==> src/rtl/u8u16_pkg.sv <==
// Shared types and constants for the UTF-8 to UTF-16 byte converter.
// Used by the decoder and by the top level; depends on nothing else.
`timescale 1ns / 1ps

package u8u16_pkg;

  localparam int UNIT_W    = 16;
  localparam int PARTIAL_W = 10;
  localparam int PEND_W    = 2;

  // Lead byte ranges of the sequences that are decoded.
  localparam logic [7:0] ASCII_HI = 8'h7F;
  localparam logic [7:0] LEAD2_LO = 8'hC0;
  localparam logic [7:0] LEAD2_HI = 8'hDF;
  localparam logic [7:0] LEAD3_LO = 8'hE0;
  localparam logic [7:0] LEAD3_HI = 8'hEF;

  // Continuation bytes still awaited.
  localparam logic [PEND_W-1:0] PEND_NONE = 2'd0;
  localparam logic [PEND_W-1:0] PEND_ONE  = 2'd1;
  localparam logic [PEND_W-1:0] PEND_TWO  = 2'd2;

  // A finished code unit as the decoder hands it to the output stage.
  typedef struct packed {
    logic              valid;
    logic [UNIT_W-1:0] code;
  } unit_t;

endpackage

==> src/rtl/utf8_to_utf16_byte_converter.sv <==
// Top level of the UTF-8 to UTF-16 byte converter.
// Instantiates u8u16_decode and uses u8u16_pkg for the unit type.
`timescale 1ns / 1ps

// The input channel takes one UTF-8 byte per beat, with frame_end marking the
// last byte of a buffer; an open sequence is then dropped. The output channel
// gives each finished UTF-16 code unit as two beats, out_last high on the
// second. cfg_write loads big_endian_out from cfg_data: 0 sends the low byte
// first, 1 the high byte first. Write it only while the block is idle.
// A byte is decoded at the edge that accepts it; the first beat of its unit
// is offered in the next cycle and the second beat once the first is taken.
// An input byte is taken whenever the unit register is empty or its second
// beat leaves in the same cycle, so bytes that open or continue a sequence
// go through at one per cycle while the unit register is empty; a byte after
// one that finishes a unit waits for the single unit register's two beats.
// While the receiver stalls, the current beat holds and in_stall is raised
// once the unit register cannot be freed. Reset empties the unit register,
// closes any open sequence and selects low byte first.

module utf8_to_utf16_byte_converter (
  input  logic       clk,
  input  logic       rst,
  input  logic       cfg_write,
  input  logic       cfg_data,
  input  logic       in_valid,
  output logic       in_stall,
  input  logic [7:0] in_byte,
  input  logic       frame_end,
  output logic       out_valid,
  input  logic       out_stall,
  output logic [7:0] out_byte,
  output logic       out_last
);

  u8u16_pkg::unit_t             dec_unit;
  logic                         in_take;
  logic                         out_take;
  logic                         big_endian_out;
  logic                         unit_valid;
  logic                         unit_phase;
  logic [u8u16_pkg::UNIT_W-1:0] unit_code;
  logic                         send_high;

  assign out_take = unit_valid && !out_stall;
  assign in_stall = unit_valid && !(unit_phase && !out_stall);
  assign in_take  = in_valid && !in_stall;

  u8u16_decode u_decode (
    .clk       (clk),
    .rst       (rst),
    .in_byte   (in_byte),
    .frame_end (frame_end),
    .take      (in_take),
    .unit      (dec_unit)
  );

  always_ff @(posedge clk) begin
    if (rst) begin
      big_endian_out <= 1'b0;
      unit_valid     <= 1'b0;
      unit_phase     <= 1'b0;
    end else begin
      if (cfg_write) begin
        big_endian_out <= cfg_data;
      end
      if (in_take && dec_unit.valid) begin
        unit_valid <= 1'b1;
        unit_phase <= 1'b0;
        unit_code  <= dec_unit.code;
      end else if (out_take) begin
        if (unit_phase) begin
          unit_valid <= 1'b0;
          unit_phase <= 1'b0;
        end else begin
          unit_phase <= 1'b1;
        end
      end
    end
  end

  // The high byte goes first in big endian order and second otherwise.
  assign send_high = big_endian_out ^ unit_phase;
  assign out_valid = unit_valid;
  assign out_last  = unit_phase;
  assign out_byte  = send_high ? unit_code[15:8] : unit_code[7:0];

  // The first beat of a unit is always followed by its second beat.
  a_second_beat: assert property (@(posedge clk) disable iff (rst)
    (out_take && !out_last) |=> (out_valid && out_last))
    else $error("first beat not followed by second beat");

  // Once the second beat leaves and no new unit arrives, the output is empty.
  a_drain: assert property (@(posedge clk) disable iff (rst)
    (out_take && out_last && !(in_take && dec_unit.valid)) |=> !out_valid)
    else $error("output still valid after the last beat left");

  // A finished unit is never accepted over a beat that still waits.
  a_no_overwrite: assert property (@(posedge clk) disable iff (rst)
    (in_take && dec_unit.valid) |-> (!unit_valid || (out_take && out_last)))
    else $error("unit register overwritten before it was sent");

  a_reset_empty: assert property (@(posedge clk)
    rst |=> !out_valid)
    else $error("output valid right after reset");

endmodule

==> src/rtl/u8u16_decode.sv <==
// UTF-8 sequence decoder: holds the open sequence and finishes code units.
// Depends on u8u16_pkg for the unit type and the lead byte ranges.
`timescale 1ns / 1ps

module u8u16_decode (
  input  logic                clk,
  input  logic                rst,
  input  logic [7:0]          in_byte,
  input  logic                frame_end,
  input  logic                take,
  output u8u16_pkg::unit_t    unit
);

  logic [u8u16_pkg::PEND_W-1:0]    bytes_pending, bytes_pending_next;
  logic [u8u16_pkg::PARTIAL_W-1:0] partial_bits, partial_bits_next;
  logic [u8u16_pkg::UNIT_W-1:0]    acc;

  assign acc = {partial_bits, in_byte[5:0]};

  always_comb begin
    bytes_pending_next = bytes_pending;
    partial_bits_next  = partial_bits;
    unit.valid         = 1'b0;
    unit.code          = acc;
    if (bytes_pending == u8u16_pkg::PEND_ONE) begin
      // Last continuation: the unit is complete.
      bytes_pending_next = u8u16_pkg::PEND_NONE;
      partial_bits_next  = '0;
      unit.valid         = 1'b1;
    end else if (bytes_pending == u8u16_pkg::PEND_TWO) begin
      bytes_pending_next = u8u16_pkg::PEND_ONE;
      partial_bits_next  = acc[u8u16_pkg::PARTIAL_W-1:0];
    end else begin
      bytes_pending_next = u8u16_pkg::PEND_NONE;
      if (in_byte inside {[8'h00:u8u16_pkg::ASCII_HI]}) begin
        unit.valid = 1'b1;
        unit.code  = {8'h00, in_byte};
      end else if (in_byte inside {[u8u16_pkg::LEAD2_LO:u8u16_pkg::LEAD2_HI]}) begin
        bytes_pending_next = u8u16_pkg::PEND_ONE;
        partial_bits_next  = {5'd0, in_byte[4:0]};
      end else if (in_byte inside {[u8u16_pkg::LEAD3_LO:u8u16_pkg::LEAD3_HI]}) begin
        bytes_pending_next = u8u16_pkg::PEND_TWO;
        partial_bits_next  = {6'd0, in_byte[3:0]};
      end
      // Stray continuation bytes and long lead bytes fall through unused.
    end
    // The end of a frame drops a sequence that is still open.
    if (frame_end && (bytes_pending_next != u8u16_pkg::PEND_NONE)) begin
      bytes_pending_next = u8u16_pkg::PEND_NONE;
      partial_bits_next  = '0;
    end
  end

  always_ff @(posedge clk) begin
    if (rst) begin
      bytes_pending <= u8u16_pkg::PEND_NONE;
      partial_bits  <= '0;
    end else if (take) begin
      bytes_pending <= bytes_pending_next;
      partial_bits  <= partial_bits_next;
    end
  end

endmodule

==> config.mk <==
export PLATFORM = sky130hd
export DESIGN_NAME = utf8_to_utf16_byte_converter
export DESIGN_NICKNAME = d
export VERILOG_FILES = /design/src/rtl/u8u16_pkg.sv /design/src/rtl/utf8_to_utf16_byte_converter.sv /design/src/rtl/u8u16_decode.sv
export SDC_FILE = /design/constraint.sdc
export NUM_CORES = 1
export LEC_CHECK = 0
export BUFFER_PORTS_ARGS = -buffer_cell sky130_fd_sc_hd__buf_2
export CAP_MARGIN = 20
export CORE_UTILIZATION = 28
export DETAILED_ROUTE_END_ITERATION = 10
export PLACE_DENSITY = 0.52
export SLEW_MARGIN = 20
export SYNTH_ARGS = -nofsm -noshare
export SYNTH_HDL_FRONTEND = slang
export SYNTH_SLANG_ARGS = --single-unit
==> constraint.sdc <==
create_clock -name clk -period 2.1 [get_ports clk]
set_input_delay 0.105 -clock clk [delete_from_list [all_inputs] [get_ports clk]]
set_output_delay 0.105 -clock clk [all_outputs]
set_load 0.005 [all_outputs]
==> metrics.yaml, run 1 <==
cp_cell_sequence: "xnor2_1 > mux2_2 > buf_2"
fin_nets: 170
peakVddDrop_mv: 0.178
critical_path_class: "reg -> out"
syn_inst: 119
synth_warnings: 0
finalSetupViolCount: 0
post-route-period-util_pct: 91.4
syn-num-nets: 136
slowest_stage: "xnor2_1"
hp-class: "in -> reg"
layout_common_cells: "buf_2 (25), nand2_1 (18), edfxtp_1 (16)"
wire_per_inst_um: 12.4
tritoncts.num_buffers: 5
seq_area_um2: 781
ios: 26
max_stage_delay_ns: 0.66
dieArea_um2: 5290
rsz0062_at_grt: "false"
multi_input_area_um2: 591
initial_core_util_pct: 29.5
postCtsHoldBufs: 0
use_met3_pct: 4.42
cts_htree_levels: 2
postCtsSetupBuffers: 0
final_core_util_pct: 35.9
mostFrequentLayoutCell: "buf_2"
grt_pass1_wl_um: 4570
cp_data_arrival_time_ns: 1.81
skew_ns: 0.00800
num_rows: 25
cts_tree: "yes"
drive_gt1_share_pct: 29.9
cts.path.max_buffers: 2
maxCapViolCount: 0
drtIter0Drc: 41
cts_sinks: 31
whs_ns: 0.0217
r2r_start: "u_decode.bytes_pending[0]"
die_x_um: 72.7
routed_wl_um: 2740
status: "completed"
report.final.slew_viol_count: 0
core_um2: 4750
gp_congestion: 0.838
place.detailed.hpwl_um: 2070
drc: 0
netlist_area_um2: 1400
fin_setup_tns_ns: 0
die_h_um: 72.7
worstSkewPairLatency_ns: 0.29
cp_top_family: "XOR/XNOR gates"
gr-total-overflow: 0
port_buffers: 25
ant_nets: 0
track_usage_pct: 12.2
fin_crit_ns: 1.92
grt_util_met1_pct: 14.4
areaGrowthSynthToFinish_pct: 21.8
post_cts_resized: 0
ys_ff_latch: 31
viasPerCell: 4.42
fmax_mhz: 521
clkTransAtPathRegs_ns: 0.06
r2r-end: "u_decode.partial_bits[8]"
hold_path_end: "unit_code[3]"
worstHoldStart: "in_byte[3]"
crit_start: "out_last"
p_leak_nw: 0.722
relSlewSlack_pct: 46.8
fillerInstances: 493
synth_seq_area_share_pct: 55.7
worstPathMaxFanout: 8
vias: 976
worstPathRequired_ns: 2.00
use_met2_pct: 18.2
avgSynthCellArea_um2: 11.8
top_usage_layer: "met2"
n_antenna_cell: 0
worst-path-buf-inv: 1
worst_slew_pin_slew_ns: 0.792
clockRootBuffer: "clkbuf_8"
holdPathStages: 1
worstRegToRegCells: 6
grt_antenna_before_repair: 0
worst_setup_path_end_kind: "output pin"
powerDensity_nw_per_um2: 720
grt_max_degree: 17
cp-start-kind: "flip-flop"
yosysUniqueCellTypes: 25
finalHoldViolations: 0
rrSetupSlack_ns: 0.31
grt_pass1_vias: 938
drtPass1Iterations: 4
Yosys cell counts:
| master | instances | share of area, % |
|---|---|---|
| edfxtp_1 | 16 | 34 |
| o21ai_0 | 2 | 0.71 |
| and2b_1 | 9 | 4.8 |
| o211ai_1 | 5 | 2.7 |
| xnor2_1 | 2 | 1.3 |
| mux2_2 | 9 | 7.2 |
| o2111ai_1 | 1 | 0.63 |
| nor2b_1 | 1 | 0.45 |
| a311oi_2 | 1 | 1.1 |
| and2_1 | 1 | 0.45 |
| ha_1 | 2 | 1.8 |
| nand3b_1 | 2 | 1.1 |
| a21boi_2 | 1 | 0.80 |
| nor3_1 | 2 | 0.71 |
| and3_1 | 1 | 0.45 |
| nor2_1 | 7 | 1.9 |
| inv_1 | 4 | 1.1 |
| a21oi_1 | 2 | 0.71 |
| or4b_1 | 1 | 0.71 |
| nand2b_1 | 3 | 1.3 |
| dfxtp_1 | 15 | 21 |
| nand2_1 | 18 | 4.8 |
| mux2i_1 | 12 | 8.6 |
| buf_6 | 1 | 0.80 |
| clkbuf_1 | 1 | 0.27 |
registers in the layout (all words and copies together) (netlist names):
register,count
u_decode.bytes_pending,2
out_last,1
u_decode.partial_bits,10
unit_code,16
out_valid,1
big_endian_out,1
how the worst max path moves through the flow:
stage	cells after the start	endpoint	slack, ns
after floorplan	5	unit_code[0]	0.17
after global placement	6	u_decode.partial_bits[5]	0.36
after detailed placement	6	u_decode.partial_bits[5]	0.29
after CTS	3	out_byte[6]	0.10
after global routing	3	out_byte[7]	0.01
final	3	out_byte[6]	0.18
cells by family after synthesis:
family | after synthesis | synth area share (%)
xor gates and xnor gates | 2 | 1.25
muxes | 21 | 15.8
and+or+nand+nor | 45 | 16.7
DFF | 31 | 55.7
AOI/OAI and AO/OA | 12 | 6.61
buffers and inverters | 6 | 2.14
adders and majority gates | 2 | 1.79
worst reg2reg max path, delay by kind of cell, from the launching register on:
family                   cells  cell delay [ns]
flip-flops                   1             0.35
multiplexers                 1             0.21
AND/OR/NAND/NOR              1             0.16
AO/OA/AOI/OAI                1             0.43
buffers and inverters        2             0.27
adder cells (fa/ha/maj)      1             0.28
per-stage QoR:
step	worst slack, ns	instance area, um^2	cells	power (mW)
6_report	0.180	1710	221	1.23
3_3_place_gp	0.363	1630	213	0.794
5_1_grt	0.0146	1710	221	1.29
3_5_place_dp	0.294	1630	213	0.797
2_1_floorplan	0.168	1400	119	0.742
4_1_cts	0.102	1710	221	1.24
power breakdown:
group / total, mW / internal [mW] / switching (mW)
Clock: 0.448 / 0.232 / 0.216
Combinational: 0.124 / 0.0613 / 0.0624
Sequential: 0.658 / 0.651 / 0.00704
cell type report:
class | instances | area share, %
clock buffers | 7 | 4.47
clock inverters | 1 | 0.293
inverters | 4 | 0.880
multi-input cells | 82 | 34.6
flip-flops and latches | 31 | 45.7
well taps | 67 | 4.91
repair buffers | 29 | 9.09
metal layers:
| metal | wire length [um] | part of all wire [%] |
|---|---|---|
| met1 | 1230 | 45 |
| met2 | 1310 | 48 |
| met3 | 104 | 3.8 |
| met4 | 97 | 3.5 |
| met5 | 0 | 0 |
Power figures use the tool's default switching activity.
==> inputs of run 2 (changes only) <==
==> constraint.sdc (replaced) <==
create_clock -name clk -period 2.1 [get_ports clk]
set_input_delay 0.105 -clock clk [delete_from_list [all_inputs] [get_ports clk]]
set_output_delay 0.105 -clock clk [all_outputs]
set_load 0.1 [all_outputs]
==> run 2 against run 1 <==
Cell count rose by 0.45%. Cell area rose by 3.3%. Flip-flop and latch count did not move. Die area did not move. Worst hold slack improved by 0.010 ns. Register-to-register slack barely moved. Critical endpoint is now u_decode.partial_bits[5].
==> metrics.yaml, run 2 (synthesis gave the netlist of run 1 again) <==
p_leak_nw: 0.743
gr-total-overflow: 0
n_antenna_cell: 0
cp_cell_sequence: "inv_1 > ha_1 > a311oi_2 > nand3b_1 > buf_4 > mux2i_1"
slowest_stage: "a311oi_2"
final_core_util_pct: 37.1
dieArea_um2: 5290
core_um2: 4750
postCtsHoldBufs: 0
powerDensity_nw_per_um2: 773
hp-class: "in -> reg"
status: "completed"
skew_ns: 0.00482
multi_input_area_um2: 593
largest_reg_flops: 16
cts.path.max_buffers: 2
maxCapViolCount: 0
cts_sinks: 31
fin_area_um2: 1760
worst_setup_path_end_kind: "flip-flop"
num_rows: 25
worstPathRequired_ns: 2.30
post-route-period-util_pct: 85.2
place.detailed.hpwl_um: 2150
die_h_um: 72.7
cts_htree_levels: 2
worst-path-buf-inv: 2
port_buffers: 25
peakVddDrop_mv: 0.182
tritoncts.num_buffers: 5
cts_tree: "yes"
fmax_mhz: 559
postCtsSetupBuffers: 0
max_stage_delay_ns: 0.41
drc: 0
finalHoldViolations: 0
fin_cells: 222
drive_gt1_share_pct: 31.6
areaGrowthSynthToFinish_pct: 25.8
clockRootBuffer: "clkbuf_8"
track_usage_pct: 11.9
mostFrequentLayoutCell: "buf_2"
cp_top_family: "compound AO/OA/AOI/OAI gates"
drtPass1Iterations: 4
power.total_mw: 1.36
grt_pass1_wl_um: 4600
die_x_um: 72.7
worst_slew_pin_slew_ns: 0.493
grt_max_degree: 17
fin_crit_ns: 1.79
wire_per_inst_um: 12.8
viasPerCell: 4.46
clkTransAtPathRegs_ns: 0.06
grt_pass1_vias: 940
cp_data_arrival_time_ns: 1.99
seq_area_um2: 782
post_cts_resized: 0
grt_antenna_before_repair: 0
drtIter0Drc: 39
routed_wl_um: 2830
report.final.slew_viol_count: 0
layout_common_cells: "buf_2 (22), nand2_1 (18), edfxtp_1 (16)"
worstPathMaxFanout: 10
fillerInstances: 471
fin_nets: 171
placed_area_um2: 1680
finalSetupViolCount: 0
worstSkewPairLatency_ns: 0.28
rsz0062_at_grt: "false"
ios: 26
critical_path_class: "reg -> reg"
top_regs: "unit_code (16), u_decode.partial_bits (10), u_decode.bytes_pending (2)"
regMostFlops: "unit_code"
relSlewSlack_pct: 67.4
fin_setup_tns_ns: 0
vias: 991
gp_congestion: 0.834
dp_cells: 214
cp-start-kind: "flip-flop"
initial_core_util_pct: 29.5
ant_nets: 0
[run 2: layout make-up]
| type | instances | share of cell area (%) |
|---|---|---|
| Clock buffer | 7 | 4.33 |
| Clock inverter | 1 | 0.284 |
| Inverter | 4 | 0.852 |
| Multi-Input combinational cell | 82 | 33.6 |
| Sequential cell | 31 | 44.4 |
| Tap cell | 67 | 4.76 |
| Timing Repair Buffer | 30 | 11.8 |
[run 2: through the flow]
stage / setup slack [ns] / hold WS, ns
after floorplan: 0.0350 / 0.174
after global placement: 0.462 / 0.322
after detailed placement: 0.328 / 0.316
after CTS: 0.306 / 0.0223
after global routing: 0.189 / 0.0210
final: 0.310 / 0.0320
[run 2: where the power goes]
group	total [mW]	internal (mW)	switching, mW
registers	0.659	0.652	0.00708
clock network	0.443	0.232	0.211
logic	0.261	0.0785	0.182
total	1.36	0.962	0.400
[run 2: worst paths after layout]
kind | start | to | slack, ns | cells after the start
hold reg to reg | u_decode.partial_bits[8] | u_decode.partial_bits[8] | 0.46 | 2
setup / recovery | u_decode.bytes_pending[0] | u_decode.partial_bits[5] | 0.31 | 6
hold / removal | in_byte[2] | unit_code[2] | 0.03 | 1
setup reg to reg | u_decode.bytes_pending[0] | u_decode.partial_bits[5] | 0.31 | 6
[run 2: per-layer routing]
layer  GRT usage (%)  part of all wire (%)  vias up
met4            7.63                   3.2        0
met2            19.3                    49       19
met3            3.59                   3.3        7
met5               0                     0        -
li1                -                     -      494
met1            13.7                    45      471
